`src/rtl/twa_pkg.sv`:
```
`timescale 1ns / 1ps
package twa_pkg;

    localparam int TIME_BITS_DEF  = 18;
    localparam int VALUE_BITS_DEF = 16;
    localparam int COUNT_BITS     = 16;
    localparam int CFG_BITS       = 16;
    localparam int CFG_IDX_BITS   = 2;

    localparam logic [CFG_BITS-1:0] WINDOW_LENGTH_RST = 16'd60;
    localparam logic [CFG_BITS-1:0] GAP_LIMIT_RST     = 16'd2560;

    typedef enum logic [CFG_IDX_BITS-1:0] {
        CFG_WINDOW_LENGTH = 2'd0,
        CFG_GAP_LIMIT     = 2'd1,
        CFG_FILTER_ENABLE = 2'd2
    } cfg_index_t;

    typedef enum logic [1:0] {
        ST_IDLE  = 2'd0,
        ST_DIV   = 2'd1,
        ST_FLUSH = 2'd2
    } twa_state_t;

    typedef struct packed {
        logic running;
        logic done;
    } div_status_t;

endpackage

```
`src/rtl/time_window_averager_unit.sv`:
```
`timescale 1ns / 1ps
// Tumbling-window averager with jump rejection.
// Input stream s_axis: time stamp and 8.8 value in tdata, tlast marks end of stream.
// Each sample is folded into the open window in the cycle it transfers. A sample
// at or past the window span closes the window; end of stream also flushes the
// open window. Every nonempty closed window produces one result on m_axis: the
// truncated mean time, mean value and the accepted count; tlast marks the last
// result of the run.
// Means come from a bit-serial divider TIME_BITS+16 bits wide (34 at the
// default widths; VALUE_BITS+16 if that is larger). A sample that closes no
// window and ends no stream leaves s_axis_tready high; one closing a nonempty
// window holds it low until its result is loaded; end of stream, until flushed.
// The cfg channel writes window_length (0), gap_limit (1) and filter_enable (2)
// and is always ready; write it only while the block is idle.
// Reset clears the window state and loads the default registers (60 s,
// 10.0 gap, filter on). The result register holds while m_axis_tready is low;
// a further result then waits in the divider and no new sample is taken.
module time_window_averager_unit import twa_pkg::*; #(
    parameter int TIME_BITS  = TIME_BITS_DEF,
    parameter int VALUE_BITS = VALUE_BITS_DEF
) (
    input  logic                       clk,
    input  logic                       rst_n,
    input  logic                       s_axis_tvalid,
    output logic                       s_axis_tready,
    // sample_time, sample_value, zero pad
    input  logic [((TIME_BITS+VALUE_BITS+7)/8)*8-1:0] s_axis_tdata,
    input  logic                       s_axis_tlast,
    output logic                       m_axis_tvalid,
    input  logic                       m_axis_tready,
    // mean_time, mean_value, sample_count, zero pad
    output logic [((TIME_BITS+VALUE_BITS+COUNT_BITS+7)/8)*8-1:0] m_axis_tdata,
    output logic                       m_axis_tlast,
    input  logic                       cfg_valid,
    output logic                       cfg_ready,
    input  logic [CFG_IDX_BITS-1:0]    cfg_index,
    input  logic [CFG_BITS-1:0]        cfg_data
);

    localparam int OUT_W      = ((TIME_BITS + VALUE_BITS + COUNT_BITS + 7) / 8) * 8;
    localparam int TSUM_BITS  = TIME_BITS + COUNT_BITS;
    localparam int VSUM_BITS  = VALUE_BITS + COUNT_BITS;
    localparam int DW         = (TSUM_BITS > VSUM_BITS) ? TSUM_BITS : VSUM_BITS;
    localparam int GAP_BITS   = (VALUE_BITS > CFG_BITS) ? VALUE_BITS : CFG_BITS;

    // configuration
    logic [CFG_BITS-1:0] window_length_reg;
    logic [CFG_BITS-1:0] gap_limit_reg;
    logic                filter_enable_reg;

    // window state
    logic                  open_reg, open_next;
    logic [TIME_BITS-1:0]  base_reg, base_next;
    logic [VALUE_BITS-1:0] last_reg, last_next;
    logic [TSUM_BITS-1:0]  tsum_reg, tsum_next;
    logic [VSUM_BITS-1:0]  vsum_reg, vsum_next;
    logic [COUNT_BITS-1:0] count_reg, count_next;

    twa_state_t state_reg, state_next;
    logic       flush_pend_reg, flush_pend_next;
    logic       final_reg, final_next;

    logic                  m_valid_reg, m_valid_next;
    logic                  m_last_reg;
    logic [TIME_BITS-1:0]  mean_time_reg;
    logic [VALUE_BITS-1:0] mean_value_reg;
    logic [COUNT_BITS-1:0] out_count_reg;
    logic [COUNT_BITS-1:0] job_count_reg, job_count_next;

    // divider hookup
    logic              div_start;
    logic [DW-1:0]     div_a, div_b;
    logic [COUNT_BITS-1:0] div_divisor;
    logic [DW-1:0]     quo_a, quo_b;
    div_status_t       div_status;

    // sample decode
    logic [TIME_BITS-1:0]  in_time;
    logic [VALUE_BITS-1:0] in_value;
    logic                  in_xfer;
    logic                  out_load;
    logic                  out_free;

    logic                  close_win, open_new, take;
    logic [TIME_BITS-1:0]  time_diff;
    logic [VALUE_BITS-1:0] ref_value, gap;
    logic [COUNT_BITS-1:0] count_eff;
    logic [TSUM_BITS-1:0]  tsum_eff;
    logic [VSUM_BITS-1:0]  vsum_eff;

    assign in_time  = s_axis_tdata[TIME_BITS-1:0];
    assign in_value = s_axis_tdata[TIME_BITS+VALUE_BITS-1:TIME_BITS];
    assign in_xfer  = s_axis_tvalid && s_axis_tready;
    assign out_free = !m_valid_reg || m_axis_tready;

    assign s_axis_tready = (state_reg == ST_IDLE);
    assign cfg_ready     = 1'b1;

    // sample folding
    always_comb
    begin
        time_diff = in_time - base_reg;
        close_win = open_reg && (in_time >= base_reg)
                    && (time_diff >= TIME_BITS'(window_length_reg));
        open_new  = !open_reg || close_win;
        ref_value = open_new ? in_value : last_reg;
        count_eff = open_new ? '0 : count_reg;
        tsum_eff  = open_new ? '0 : tsum_reg;
        vsum_eff  = open_new ? '0 : vsum_reg;
        gap       = (in_value >= ref_value) ? (in_value - ref_value) : (ref_value - in_value);
        take      = (!filter_enable_reg
                     || (GAP_BITS'(gap) < GAP_BITS'(gap_limit_reg)))
                    && (count_eff != '1);
    end

    // control and window update
    always_comb
    begin
        state_next      = state_reg;
        flush_pend_next = flush_pend_reg;
        final_next      = final_reg;
        job_count_next  = job_count_reg;
        open_next       = open_reg;
        base_next       = base_reg;
        last_next       = last_reg;
        tsum_next       = tsum_reg;
        vsum_next       = vsum_reg;
        count_next      = count_reg;
        div_start       = 1'b0;
        div_a           = DW'(tsum_reg);
        div_b           = DW'(vsum_reg);
        div_divisor     = count_reg;
        out_load        = 1'b0;

        unique case (state_reg)
            ST_IDLE:
            begin
                if (in_xfer)
                begin
                    open_next       = 1'b1;
                    base_next       = open_new ? in_time : base_reg;
                    last_next       = take ? in_value : ref_value;
                    tsum_next       = tsum_eff + (take ? TSUM_BITS'(in_time) : '0);
                    vsum_next       = vsum_eff + (take ? VSUM_BITS'(in_value) : '0);
                    count_next      = count_eff + (take ? COUNT_BITS'(1) : '0);
                    flush_pend_next = s_axis_tlast;
                    if (close_win && (count_reg != '0))
                    begin
                        // divide the closed window from the old sums
                        div_start      = 1'b1;
                        job_count_next = count_reg;
                        final_next     = s_axis_tlast && !take;
                        state_next     = ST_DIV;
                    end
                    else if (s_axis_tlast)
                    begin
                        state_next = ST_FLUSH;
                    end
                end
            end
            ST_DIV:
            begin
                if (div_status.done && out_free)
                begin
                    out_load   = 1'b1;
                    state_next = flush_pend_reg ? ST_FLUSH : ST_IDLE;
                end
            end
            ST_FLUSH:
            begin
                flush_pend_next = 1'b0;
                open_next       = 1'b0;
                base_next       = '0;
                last_next       = '0;
                tsum_next       = '0;
                vsum_next       = '0;
                count_next      = '0;
                if (count_reg != '0)
                begin
                    div_start      = 1'b1;
                    job_count_next = count_reg;
                    final_next     = 1'b1;
                    state_next     = ST_DIV;
                end
                else
                begin
                    state_next = ST_IDLE;
                end
            end
            default:
            begin
                state_next = ST_IDLE;
            end
        endcase

        if (out_load)
        begin
            m_valid_next = 1'b1;
        end
        else if (m_axis_tready)
        begin
            m_valid_next = 1'b0;
        end
        else
        begin
            m_valid_next = m_valid_reg;
        end
    end

    always_ff @(posedge clk or negedge rst_n)
    begin
        if (!rst_n)
        begin
            state_reg      <= ST_IDLE;
            flush_pend_reg <= 1'b0;
            m_valid_reg    <= 1'b0;
            open_reg       <= 1'b0;
            base_reg       <= '0;
            last_reg       <= '0;
            tsum_reg       <= '0;
            vsum_reg       <= '0;
            count_reg      <= '0;
        end
        else
        begin
            state_reg      <= state_next;
            flush_pend_reg <= flush_pend_next;
            m_valid_reg    <= m_valid_next;
            open_reg       <= open_next;
            base_reg       <= base_next;
            last_reg       <= last_next;
            tsum_reg       <= tsum_next;
            vsum_reg       <= vsum_next;
            count_reg      <= count_next;
        end
    end

    // configuration registers
    always_ff @(posedge clk or negedge rst_n)
    begin
        if (!rst_n)
        begin
            window_length_reg <= WINDOW_LENGTH_RST;
            gap_limit_reg     <= GAP_LIMIT_RST;
            filter_enable_reg <= 1'b1;
        end
        else if (cfg_valid && cfg_ready)
        begin
            unique case (cfg_index)
                CFG_WINDOW_LENGTH: window_length_reg <= cfg_data;
                CFG_GAP_LIMIT:     gap_limit_reg     <= cfg_data;
                CFG_FILTER_ENABLE: filter_enable_reg <= cfg_data[0];
                default:           ;
            endcase
        end
    end

    // payload registers
    always_ff @(posedge clk)
    begin
        final_reg     <= final_next;
        job_count_reg <= job_count_next;
        if (out_load)
        begin
            mean_time_reg  <= quo_a[TIME_BITS-1:0];
            mean_value_reg <= quo_b[VALUE_BITS-1:0];
            out_count_reg  <= job_count_reg;
            m_last_reg     <= final_reg;
        end
    end

    twa_divider #(
        .DW (DW)
    ) u_divider (
        .clk        (clk),
        .rst_n      (rst_n),
        .start      (div_start),
        .dividend_a (div_a),
        .dividend_b (div_b),
        .divisor    (div_divisor),
        .quotient_a (quo_a),
        .quotient_b (quo_b),
        .status     (div_status)
    );

    assign m_axis_tvalid = m_valid_reg;
    assign m_axis_tlast  = m_last_reg;
    assign m_axis_tdata  = OUT_W'({out_count_reg, mean_value_reg, mean_time_reg});

`ifndef SYNTHESIS
    a_idle_div_quiet: assert property (@(posedge clk) disable iff (!rst_n)
        (state_reg == ST_IDLE) |-> !div_status.running)
        else $error("divider running while idle");

    a_result_nonempty: assert property (@(posedge clk) disable iff (!rst_n)
        m_valid_reg |-> (out_count_reg != '0))
        else $error("result from an empty window");

    a_count_needs_window: assert property (@(posedge clk) disable iff (!rst_n)
        (count_reg != '0) |-> open_reg)
        else $error("samples counted with no open window");

    a_flush_not_idle: assert property (@(posedge clk) disable iff (!rst_n)
        flush_pend_reg |-> (state_reg != ST_IDLE))
        else $error("flush pending while idle");

    a_div_exclusive: assert property (@(posedge clk) disable iff (!rst_n)
        !(div_status.running && div_status.done))
        else $error("divider running and done together");
`endif

endmodule

```
`src/rtl/twa_divider.sv`:
```
`timescale 1ns / 1ps
// Two restoring dividers sharing one divisor, one quotient bit per cycle each.
module twa_divider import twa_pkg::*; #(
    parameter int DW = TIME_BITS_DEF + COUNT_BITS
) (
    input  logic                  clk,
    input  logic                  rst_n,
    input  logic                  start,
    input  logic [DW-1:0]         dividend_a,
    input  logic [DW-1:0]         dividend_b,
    input  logic [COUNT_BITS-1:0] divisor,
    output logic [DW-1:0]         quotient_a,
    output logic [DW-1:0]         quotient_b,
    output div_status_t           status
);

    localparam int STEP_BITS = $clog2(DW + 1);

    logic [DW-1:0]         quo_a_reg, quo_a_next;
    logic [DW-1:0]         quo_b_reg, quo_b_next;
    logic [COUNT_BITS-1:0] rem_a_reg, rem_a_next;
    logic [COUNT_BITS-1:0] rem_b_reg, rem_b_next;
    logic [COUNT_BITS-1:0] div_reg;
    logic [STEP_BITS-1:0]  step_reg;
    logic                  running_reg;
    logic                  done_reg;

    logic [COUNT_BITS:0] shift_a, shift_b;
    logic [COUNT_BITS:0] diff_a, diff_b;

    always_comb
    begin
        // bring down the next dividend bit and try the subtract
        shift_a = {rem_a_reg, quo_a_reg[DW-1]};
        shift_b = {rem_b_reg, quo_b_reg[DW-1]};
        diff_a  = shift_a - {1'b0, div_reg};
        diff_b  = shift_b - {1'b0, div_reg};
        if (shift_a >= {1'b0, div_reg})
        begin
            rem_a_next = diff_a[COUNT_BITS-1:0];
            quo_a_next = {quo_a_reg[DW-2:0], 1'b1};
        end
        else
        begin
            rem_a_next = shift_a[COUNT_BITS-1:0];
            quo_a_next = {quo_a_reg[DW-2:0], 1'b0};
        end
        if (shift_b >= {1'b0, div_reg})
        begin
            rem_b_next = diff_b[COUNT_BITS-1:0];
            quo_b_next = {quo_b_reg[DW-2:0], 1'b1};
        end
        else
        begin
            rem_b_next = shift_b[COUNT_BITS-1:0];
            quo_b_next = {quo_b_reg[DW-2:0], 1'b0};
        end
    end

    always_ff @(posedge clk or negedge rst_n)
    begin
        if (!rst_n)
        begin
            step_reg    <= '0;
            running_reg <= 1'b0;
            done_reg    <= 1'b0;
        end
        else if (start)
        begin
            step_reg    <= STEP_BITS'(DW);
            running_reg <= 1'b1;
            done_reg    <= 1'b0;
        end
        else if (running_reg)
        begin
            step_reg <= step_reg - 1'b1;
            if (step_reg == STEP_BITS'(1))
            begin
                running_reg <= 1'b0;
                done_reg    <= 1'b1;
            end
        end
    end

    always_ff @(posedge clk)
    begin
        if (start)
        begin
            quo_a_reg <= dividend_a;
            quo_b_reg <= dividend_b;
            rem_a_reg <= '0;
            rem_b_reg <= '0;
            div_reg   <= divisor;
        end
        else if (running_reg)
        begin
            quo_a_reg <= quo_a_next;
            quo_b_reg <= quo_b_next;
            rem_a_reg <= rem_a_next;
            rem_b_reg <= rem_b_next;
        end
    end

    assign quotient_a     = quo_a_reg;
    assign quotient_b     = quo_b_reg;
    assign status.running = running_reg;
    assign status.done    = done_reg;

endmodule
```
`config.mk`:
```
export PLATFORM = sky130hd
export DESIGN_NAME = time_window_averager_unit
export DESIGN_NICKNAME = d
export VERILOG_FILES = /design/src/rtl/twa_pkg.sv /design/src/rtl/time_window_averager_unit.sv /design/src/rtl/twa_divider.sv
export SDC_FILE = /design/constraint.sdc
export NUM_CORES = 1
export LEC_CHECK = 0
export ABC_CLOCK_PERIOD_IN_PS = 17500
export BUFFER_PORTS_ARGS = -buffer_cell sky130_fd_sc_hd__buf_2
export CORE_MARGIN = 1.5
export CORE_UTILIZATION = 67
export CTS_CLUSTER_DIAMETER = 200
export DETAILED_ROUTE_END_ITERATION = 8
export PLACE_DENSITY = 0.87
export SLEW_MARGIN = 20
export SYNTH_ARGS = -nofsm -noshare
export SYNTH_HDL_FRONTEND = slang
export SYNTH_HIERARCHICAL = 1
export SYNTH_SLANG_ARGS = --single-unit
```
`constraint.sdc`:
```
create_clock -name clk -period 17.5 [get_ports clk]
set_clock_uncertainty 0.15 [all_clocks]
set_input_delay 0.875 -clock clk [delete_from_list [all_inputs] [get_ports clk]]
set_output_delay 0.875 -clock clk [all_outputs]
set_load 0.005 [all_outputs]
```
==> out/qor.txt, run 1 <==
Hold-fix buffers, CTS = 0
Largest net degree at the start of global routing = 91
# IOs = 124
Slew Limit Fails = 0
Die area = 32200 sq um
Most common cell after layout, fill and taps aside = dfrtp_1
Hold endpoint = out_count_reg[0]
Synth Instances = 2040
Port buffer count = 110
Critical Path RT = 17.81 ns
Area after DPL = 21600 sq um
Cts repair resizes = 0
Reg2reg start = base_reg[1]
CP max FO = 42
H-Tree Depth = 2
Final instance area = 22900 sq um
Post-route ant nets = 0
CTS tree = yes
Status = finished, final reports clean
Chip Width = 179 um
Starting Density = 0.681
Final GP Congestion = 0.957
Setup total negative slack = 0 ns
Nets = 2341
Setup-failing EPs final = 0
CTS Buf Count = 38
Slew margin rel. = 0.323
Iteration-0 DRC Markers = 1450
Share of cells above drive strength 1 = 0.149
Crit Path Category = input port to flop
Skew-Pair Late Insertion Delay = 0.53 ns
Syn Area/Cell = 10.2 sq um
CP max-delay cell = o31ai_4
Fill count = 2112
Worst setup EP type = flop
Clock tree buffer depth = 3
Fmax = 75.6 MHz
Remaining DRCs = 0
Worst Hold Depth = 0
Vias in the first global route = 16361
Setup slack, reg-to-reg = 4.35 ns
Worst Path Arrival = 13.53 ns
Vias/cell = 6.41
Crit start category = input port
Root buffer cell = clkbuf_16
Clock transition at path regs = 0.06 ns
First-pass GRT wire length = 80000 um
Clock tree sinks = 346
Final hold vios = 0
VDD IR-drop max = 0.000138 V
Leakage = 0.0104 uW
Period minus WS final = 13.22 ns
Hold WC Path Type = flop to flop
Die Height = 179 um
Worst R2R End = div_a[32]
DP Wirelength = 34300 um
RSZ-0062 raised after global routing = false
Area Overhead vs Synth = 9.74%
Mapped Area = 20800 sq um
GRT Util Overall = 0.311
FF-to-FF path depth = 54
Slew of the pin with the lowest slew margin = 1.01 ns
Wirelength per Cell = 19.4 um
Worst Min Path Start = job_count_reg[0]
Commonest non-fill, non-tap cells in the layout = dfrtp_1, edfxtp_1, ha_1, nand2_1, inv_1
Post-CTS setup buffer count = 0
Final worst-path cycle share = 0.756
Initial antenna violation count = 6
Vias = 16340
YS warnings = 6
CORE AREA = 30600 sq um
Critical path's largest stage delay = 0.52 ns
Drt first pass iters = 6
Rows = 64
GRT Residual Overflow = 0
Power per standard cell area = 232 nW/um^2
Count of maximum capacitance violations = 0
WL final = 49500 um
## metal layers
metal	track usage	share of wire	vias to the layer above
li1	-	-	7607
met1	0.394	0.41	7931
met2	0.529	0.49	658
met3	0.0504	0.065	138
met4	0.132	0.035	6
met5	0	0.00075	-
## critical path, delay by kind of cell
kind / cells / cell delay [ns]
and+or+nand+nor: 16 / 2.97
adders and majority gates: 6 / 1.84
buffers and inverters: 6 / 1.77
muxes: 1 / 0.32
AOI/OAI and AO/OA: 23 / 5.33
xor gates and xnor gates: 2 / 0.37
## worst max-delay path by stage
stage / from / endpoint / slack, ns / cells past startpoint
2_1_floorplan: s_axis_tdata[0] / div_a[32] / 6.82 / 56
5_1_grt: s_axis_tdata[1] / div_a[32] / 3.68 / 54
3_3_place_gp: s_axis_tdata[0] / div_a[32] / 4.43 / 54
4_1_cts: s_axis_tdata[1] / div_a[32] / 4.54 / 54
3_5_place_dp: s_axis_tdata[0] / div_a[32] / 4.18 / 54
6_report: s_axis_tdata[1] / div_a[32] / 4.28 / 54
## final cells by class
| type | instances | area [sq um] | area share |
|---|---|---|---|
| repair buffers | 128 | 692 | 0.0303 |
| diodes | 3 | 7.51 | 0.000328 |
| clock buffers | 54 | 1090 | 0.0478 |
| clock inverters | 16 | 153 | 0.00668 |
| multi-input cells | 1465 | 10600 | 0.465 |
| flip-flops and latches | 346 | 9270 | 0.405 |
| well taps | 396 | 495 | 0.0217 |
| inverters | 141 | 529 | 0.0231 |
## power breakdown
part | internal [uW] | switching (uW) | leakage (uW) | total (uW)
registers | 1200 | 162 | 0.00385 | 1370
clock network | 468 | 328 | 0.000608 | 796
logic | 1320 | 1830 | 0.00593 | 3150
## metrics by stage
| step | hold WS [ns] | std cells | total power, uW | setup slack [ns] | utilization |
|---|---|---|---|---|---|
| floorplan | 0.250 | 2047 | 3760 | 6.82 | - |
| global placement | 0.254 | 2476 | 4280 | 4.43 | 0.707 |
| detailed placement | 0.255 | 2476 | 4430 | 4.18 | 0.707 |
| CTS | 0.265 | 2546 | 5280 | 4.54 | 0.747 |
| global route | 0.277 | 2548 | 5700 | 3.68 | 0.748 |
| finish | 0.264 | 2549 | 5310 | 4.28 | 0.748 |
No activity file was read; power rests on OpenSTA's default activity.
==> run 2, diff against run 1 <==
--- a/config.mk
+++ b/config.mk
@@ -5,13 +5,13 @@
 export SDC_FILE = /design/constraint.sdc
 export NUM_CORES = 1
 export LEC_CHECK = 0
-export ABC_CLOCK_PERIOD_IN_PS = 17500
+export ABC_CLOCK_PERIOD_IN_PS = 13700
 export BUFFER_PORTS_ARGS = -buffer_cell sky130_fd_sc_hd__buf_2
 export CORE_MARGIN = 1.5
-export CORE_UTILIZATION = 67
+export CORE_UTILIZATION = 62
 export CTS_CLUSTER_DIAMETER = 200
 export DETAILED_ROUTE_END_ITERATION = 8
-export PLACE_DENSITY = 0.87
+export PLACE_DENSITY = 0.81
 export SLEW_MARGIN = 20
 export SYNTH_ARGS = -nofsm -noshare
 export SYNTH_HDL_FRONTEND = slang
==> constraint.sdc (replaced) <==
create_clock -name clk -period 13.7 [get_ports clk]
set_clock_uncertainty 0.15 [all_clocks]
set_input_delay 0.685 -clock clk [delete_from_list [all_inputs] [get_ports clk]]
set_output_delay 0.685 -clock clk [all_outputs]
set_load 0.005 [all_outputs]
==> out/qor.txt, run 2 (same netlist as run 1, synthesis figures left out) <==
GRT Residual Overflow = 0
DP Wirelength = 33600 um
Area Overhead vs Synth = 10.2%
Slew margin rel. = 0.277
Slew Limit Fails = 0
Initial antenna violation count = 8
Nets = 2340
Period minus WS final = 12.29 ns
Critical Path RT = 14.02 ns
Worst Path Arrival = 12.61 ns
Root buffer cell = clkbuf_16
Crit Path Category = flop to flop
Vias in the first global route = 15637
Post-route ant nets = 0
CTS tree = yes
Status = finished, final reports clean
Setup-failing EPs final = 0
Starting Density = 0.636
Final hold vios = 0
Slew of the pin with the lowest slew margin = 1.08 ns
Remaining DRCs = 0
Layout Utilization = 0.701
WL final = 47600 um
Vias = 15913
GRT Util Overall = 0.275
Drt first pass iters = 6
CORE AREA = 32800 sq um
H-Tree Depth = 2
VDD IR-drop max = 0.000200 V
Final worst-path cycle share = 0.897
Setup total negative slack = 0 ns
Count of maximum capacitance violations = 0
Clock tree sinks = 346
Leakage = 0.0104 uW
Rows = 66
Post-CTS setup buffer count = 0
Skew-Pair Late Insertion Delay = 0.54 ns
Hold WC Path Type = input port to async pin
Power per standard cell area = 293 nW/um^2
Crit path top cell by count = nor2b_1
Hold-fix buffers, CTS = 0
Clock tree buffer depth = 3
CP max FO = 32
Iteration-0 DRC Markers = 1368
Cts repair resizes = 0
Port buffer count = 110
Die area = 34700 sq um
Post-route insts no fill = 2594
Largest net degree at the start of global routing = 93
CTS Buf Count = 37
Chip Width = 186 um
Inst Count DP = 2522
Critical path's largest stage delay = 0.69 ns
Wirelength per Cell = 18.3 um
Die Height = 186 um
Commonest non-fill, non-tap cells in the layout = dfrtp_1, edfxtp_1, ha_1, nand2_1, inv_1
FF-to-FF path depth = 51
RSZ-0062 raised after global routing = false
First-pass GRT wire length = 78900 um
Final GP Congestion = 0.909
# IOs = 124
Crit start category = flop
Clock transition at path regs = 0.06 ns
CP max-delay cell = a21oi_2
Fmax = 81.3 MHz
Vias/cell = 6.13
Most common cell after layout, fill and taps aside = dfrtp_1
Share of cells above drive strength 1 = 0.150
Worst setup EP type = flop
-- run 2: critical path, delay by kind of cell, from the launching register on --
family	cells	cell delay (ns)
XOR/XNOR	2	0.37
AND/OR/NAND/NOR	12	2.55
flip-flops	1	0.38
adder cells (fa/ha/maj)	6	1.73
buffers and inverters	2	0.17
AO/OA/AOI/OAI	29	6.87
-- run 2: final timing paths --
kind	from	end	slack, ns
setup / recovery	base_reg[1]	div_a[32]	1.41
hold reg to reg	job_count_reg[14]	out_count_reg[14]	0.26
max in group asynchronous	rst_n	div_a[3]	11.77
setup reg to reg	base_reg[1]	div_a[32]	1.41
min in group clk	cfg_data[4]	window_length_reg[4]	0.22
hold / removal	rst_n	div_a[10]	0.11
-- run 2: layer usage --
| metal | vias to the layer above | routed length, um | global-route usage |
|---|---|---|---|
| met3 | 107 | 2760 | 0.0438 |
| met2 | 503 | 22800 | 0.463 |
| met4 | 10 | 1370 | 0.0913 |
| li1 | 7604 | - | - |
| met5 | - | 69 | 0 |
| met1 | 7689 | 20600 | 0.364 |
-- run 2: where the power goes --
| group | internal (uW) | switching (uW) | leakage (uW) |
|---|---|---|---|
| sequential | 1540 | 204 | 0.00385 |
| clock | 634 | 423 | 0.000615 |
| combinational | 1680 | 2240 | 0.00593 |
| total | 3850 | 2870 | 0.0104 |
-- run 2: final cells by class --
cell class	instances	area, sq um
Antenna cell	4	10.0
Clock buffer	47	995
Clock inverter	21	292
Fill cell	2398	9820
Inverter	141	529
Multi-Input combinational cell	1465	10600
Sequential cell	346	9270
Tap cell	442	553
Timing Repair Buffer	128	692
-- run 2: stage by stage --
step | area [sq um] | power (uW) | worst slack (ns) | hold slack (ns)
2_1_floorplan | 20900 | 4800 | 3.21 | 0.239
3_3_place_gp | 21700 | 5460 | 1.38 | 0.253
3_5_place_dp | 21700 | 5620 | 1.08 | 0.256
4_1_cts | 23000 | 6710 | 1.52 | 0.142
5_1_grt | 23000 | 7270 | 0.479 | 0.180
6_report | 23000 | 6730 | 1.41 | 0.114
==> run 3, diff against run 2 <==
--- a/config.mk
+++ b/config.mk
@@ -5,13 +5,14 @@
 export SDC_FILE = /design/constraint.sdc
 export NUM_CORES = 1
 export LEC_CHECK = 0
+export ABC_AREA = 1
 export ABC_CLOCK_PERIOD_IN_PS = 13700
 export BUFFER_PORTS_ARGS = -buffer_cell sky130_fd_sc_hd__buf_2
 export CORE_MARGIN = 1.5
-export CORE_UTILIZATION = 62
+export CORE_UTILIZATION = 63
 export CTS_CLUSTER_DIAMETER = 200
 export DETAILED_ROUTE_END_ITERATION = 8
-export PLACE_DENSITY = 0.81
+export PLACE_DENSITY = 0.82
 export SLEW_MARGIN = 20
 export SYNTH_ARGS = -nofsm -noshare
 export SYNTH_HDL_FRONTEND = slang
==> out/qor.txt, run 3 <==
Wirelength per Cell = 16.0 um
Critical path's largest stage delay = 0.70 ns
Worst R2R End = vsum_reg[22]
First-pass GRT wire length = 91500 um
CP max FO = 52
Count of maximum capacitance violations = 0
Status = finished, final reports clean
Vias/cell = 5.62
Port buffer count = 110
Slew Limit Fails = 0
Period minus WS final = 11.40 ns
Clock tree buffer depth = 3
Reg2reg start = base_reg[0]
Post-route ant nets = 0
Starting Density = 0.644
GRT Residual Overflow = 0
Syn Area/Cell = 7.64 sq um
Final GP Congestion = 0.951
RSZ-0062 raised after global routing = false
Crit start category = flop
Die area = 36600 sq um
YS warnings = 6
CP max-delay cell = nand3_1
Clock tree sinks = 346
Worst path bufs/invs = 3
CTS Buf Count = 39
Largest net degree at the start of global routing = 110
Mapped Area = 22400 sq um
Final worst-path cycle share = 0.832
Setup slack, reg-to-reg = 2.30 ns
Iteration-0 DRC Markers = 1396
Fmax = 87.8 MHz
Setup total negative slack = 0 ns
Slew of the pin with the lowest slew margin = 1.02 ns
# IOs = 124
Die Height = 191 um
Hold-fix buffers, CTS = 0
GRT Util Overall = 0.312
Vias in the first global route = 18952
Crit Path Category = flop to flop
Area after DPL = 23200 sq um
Post-CTS setup buffer count = 0
WL final = 56000 um
Share of cells above drive strength 1 = 0.0961
Initial antenna violation count = 0
Most common cell after layout, fill and taps aside = nand2_1
Leakage = 0.0121 uW
Slew margin rel. = 0.316
CTS tree = yes
FF-to-FF path depth = 59
H-Tree Depth = 2
Worst setup EP type = flop
Power per standard cell area = 259 nW/um^2
Final instance area = 24500 sq um
Crit path top cell by count = nand2_1
DP Wirelength = 40200 um
Cts repair resizes = 0
Drt first pass iters = 6
Final Power = 6340 uW
Critical Path RT = 13.97 ns
CORE AREA = 34700 sq um
Vias = 19643
Number of diodes = 0
VDD IR-drop max = 0.000297 V
Synth Instances = 2925
Area Overhead vs Synth = 9.55%
Nets = 3229
Commonest non-fill, non-tap cells in the layout = nand2_1, inv_1, nor2_1, nand3_1, dfrtp_1
Clock transition at path regs = 0.06 ns
Remaining DRCs = 0
Hold WC Path Type = input port to async pin
Skew-Pair Late Insertion Delay = 0.56 ns
Setup-failing EPs final = 0
Worst Path Arrival = 11.67 ns
Chip Width = 191 um
Final hold vios = 0
Critical path's top delay family = simple AND/OR/NAND/NOR gates
Root buffer cell = clkbuf_16
Rows = 68
Fill count = 2830
## run 3: area by class of cell
type                            count  area [sq um]  share of cell area
Clock buffer                       46          1040              0.0427
Tap cell                          455           569              0.0232
Inverter                          448          1680              0.0687
Multi-Input combinational cell   2049         11000               0.449
Sequential cell                   346          9270               0.378
Clock inverter                     26           268              0.0109
Timing Repair Buffer              124           664              0.0271
## run 3: report_power, final
part | switching, uW | internal [uW]
clock network | 440 | 627
registers | 178 | 1480
logic | 2390 | 1220
total | 3010 | 3330
## run 3: worst max path at each step
| stage | from | slack [ns] | cells past startpoint | endpoint |
|---|---|---|---|---|
| 5_1_grt | base_reg[0] | 1.25 | 59 | vsum_reg[28] |
| 4_1_cts | base_reg[0] | 2.45 | 59 | vsum_reg[22] |
| 6_report | base_reg[0] | 2.30 | 59 | vsum_reg[22] |
| 3_3_place_gp | s_axis_tdata[0] | 2.15 | 61 | vsum_reg[22] |
| 3_5_place_dp | s_axis_tdata[0] | 1.99 | 61 | vsum_reg[22] |
| 2_1_floorplan | s_axis_tdata[0] | 4.52 | 65 | vsum_reg[22] |
## run 3: per-layer routing
| metal | share of wire | track usage | wire length [um] | up-vias |
|---|---|---|---|---|
| met5 | 0 | 0 | 0 | - |
| met4 | 0.037 | 0.138 | 2060 | 0 |
| met3 | 0.064 | 0.0435 | 3610 | 143 |
| met2 | 0.48 | 0.532 | 26900 | 695 |
| met1 | 0.42 | 0.394 | 23400 | 9168 |
| li1 | - | - | - | 9637 |
## run 3: metrics by stage
stage	setup WS [ns]	hold WS (ns)	instances	util
6_report	2.30	0.108	3494	0.705
5_1_grt	1.25	0.197	3494	0.705
4_1_cts	2.45	0.159	3494	0.705
3_5_place_dp	1.99	0.255	3422	0.668
3_3_place_gp	2.15	0.251	3422	0.668
2_1_floorplan	4.52	0.239	2932	-
## run 3: worst register-to-register path: cells and delay by family, from the launching register on
| family | cells | cell delay [ns] |
|---|---|---|
| buffers and inverters | 3 | 0.37 |
| AND/OR/NAND/NOR | 30 | 4.37 |
| XOR/XNOR | 2 | 0.39 |
| flip-flops | 1 | 0.37 |
| AO/OA/AOI/OAI | 17 | 3.45 |
| adder cells (fa/ha/maj) | 7 | 2.16 |
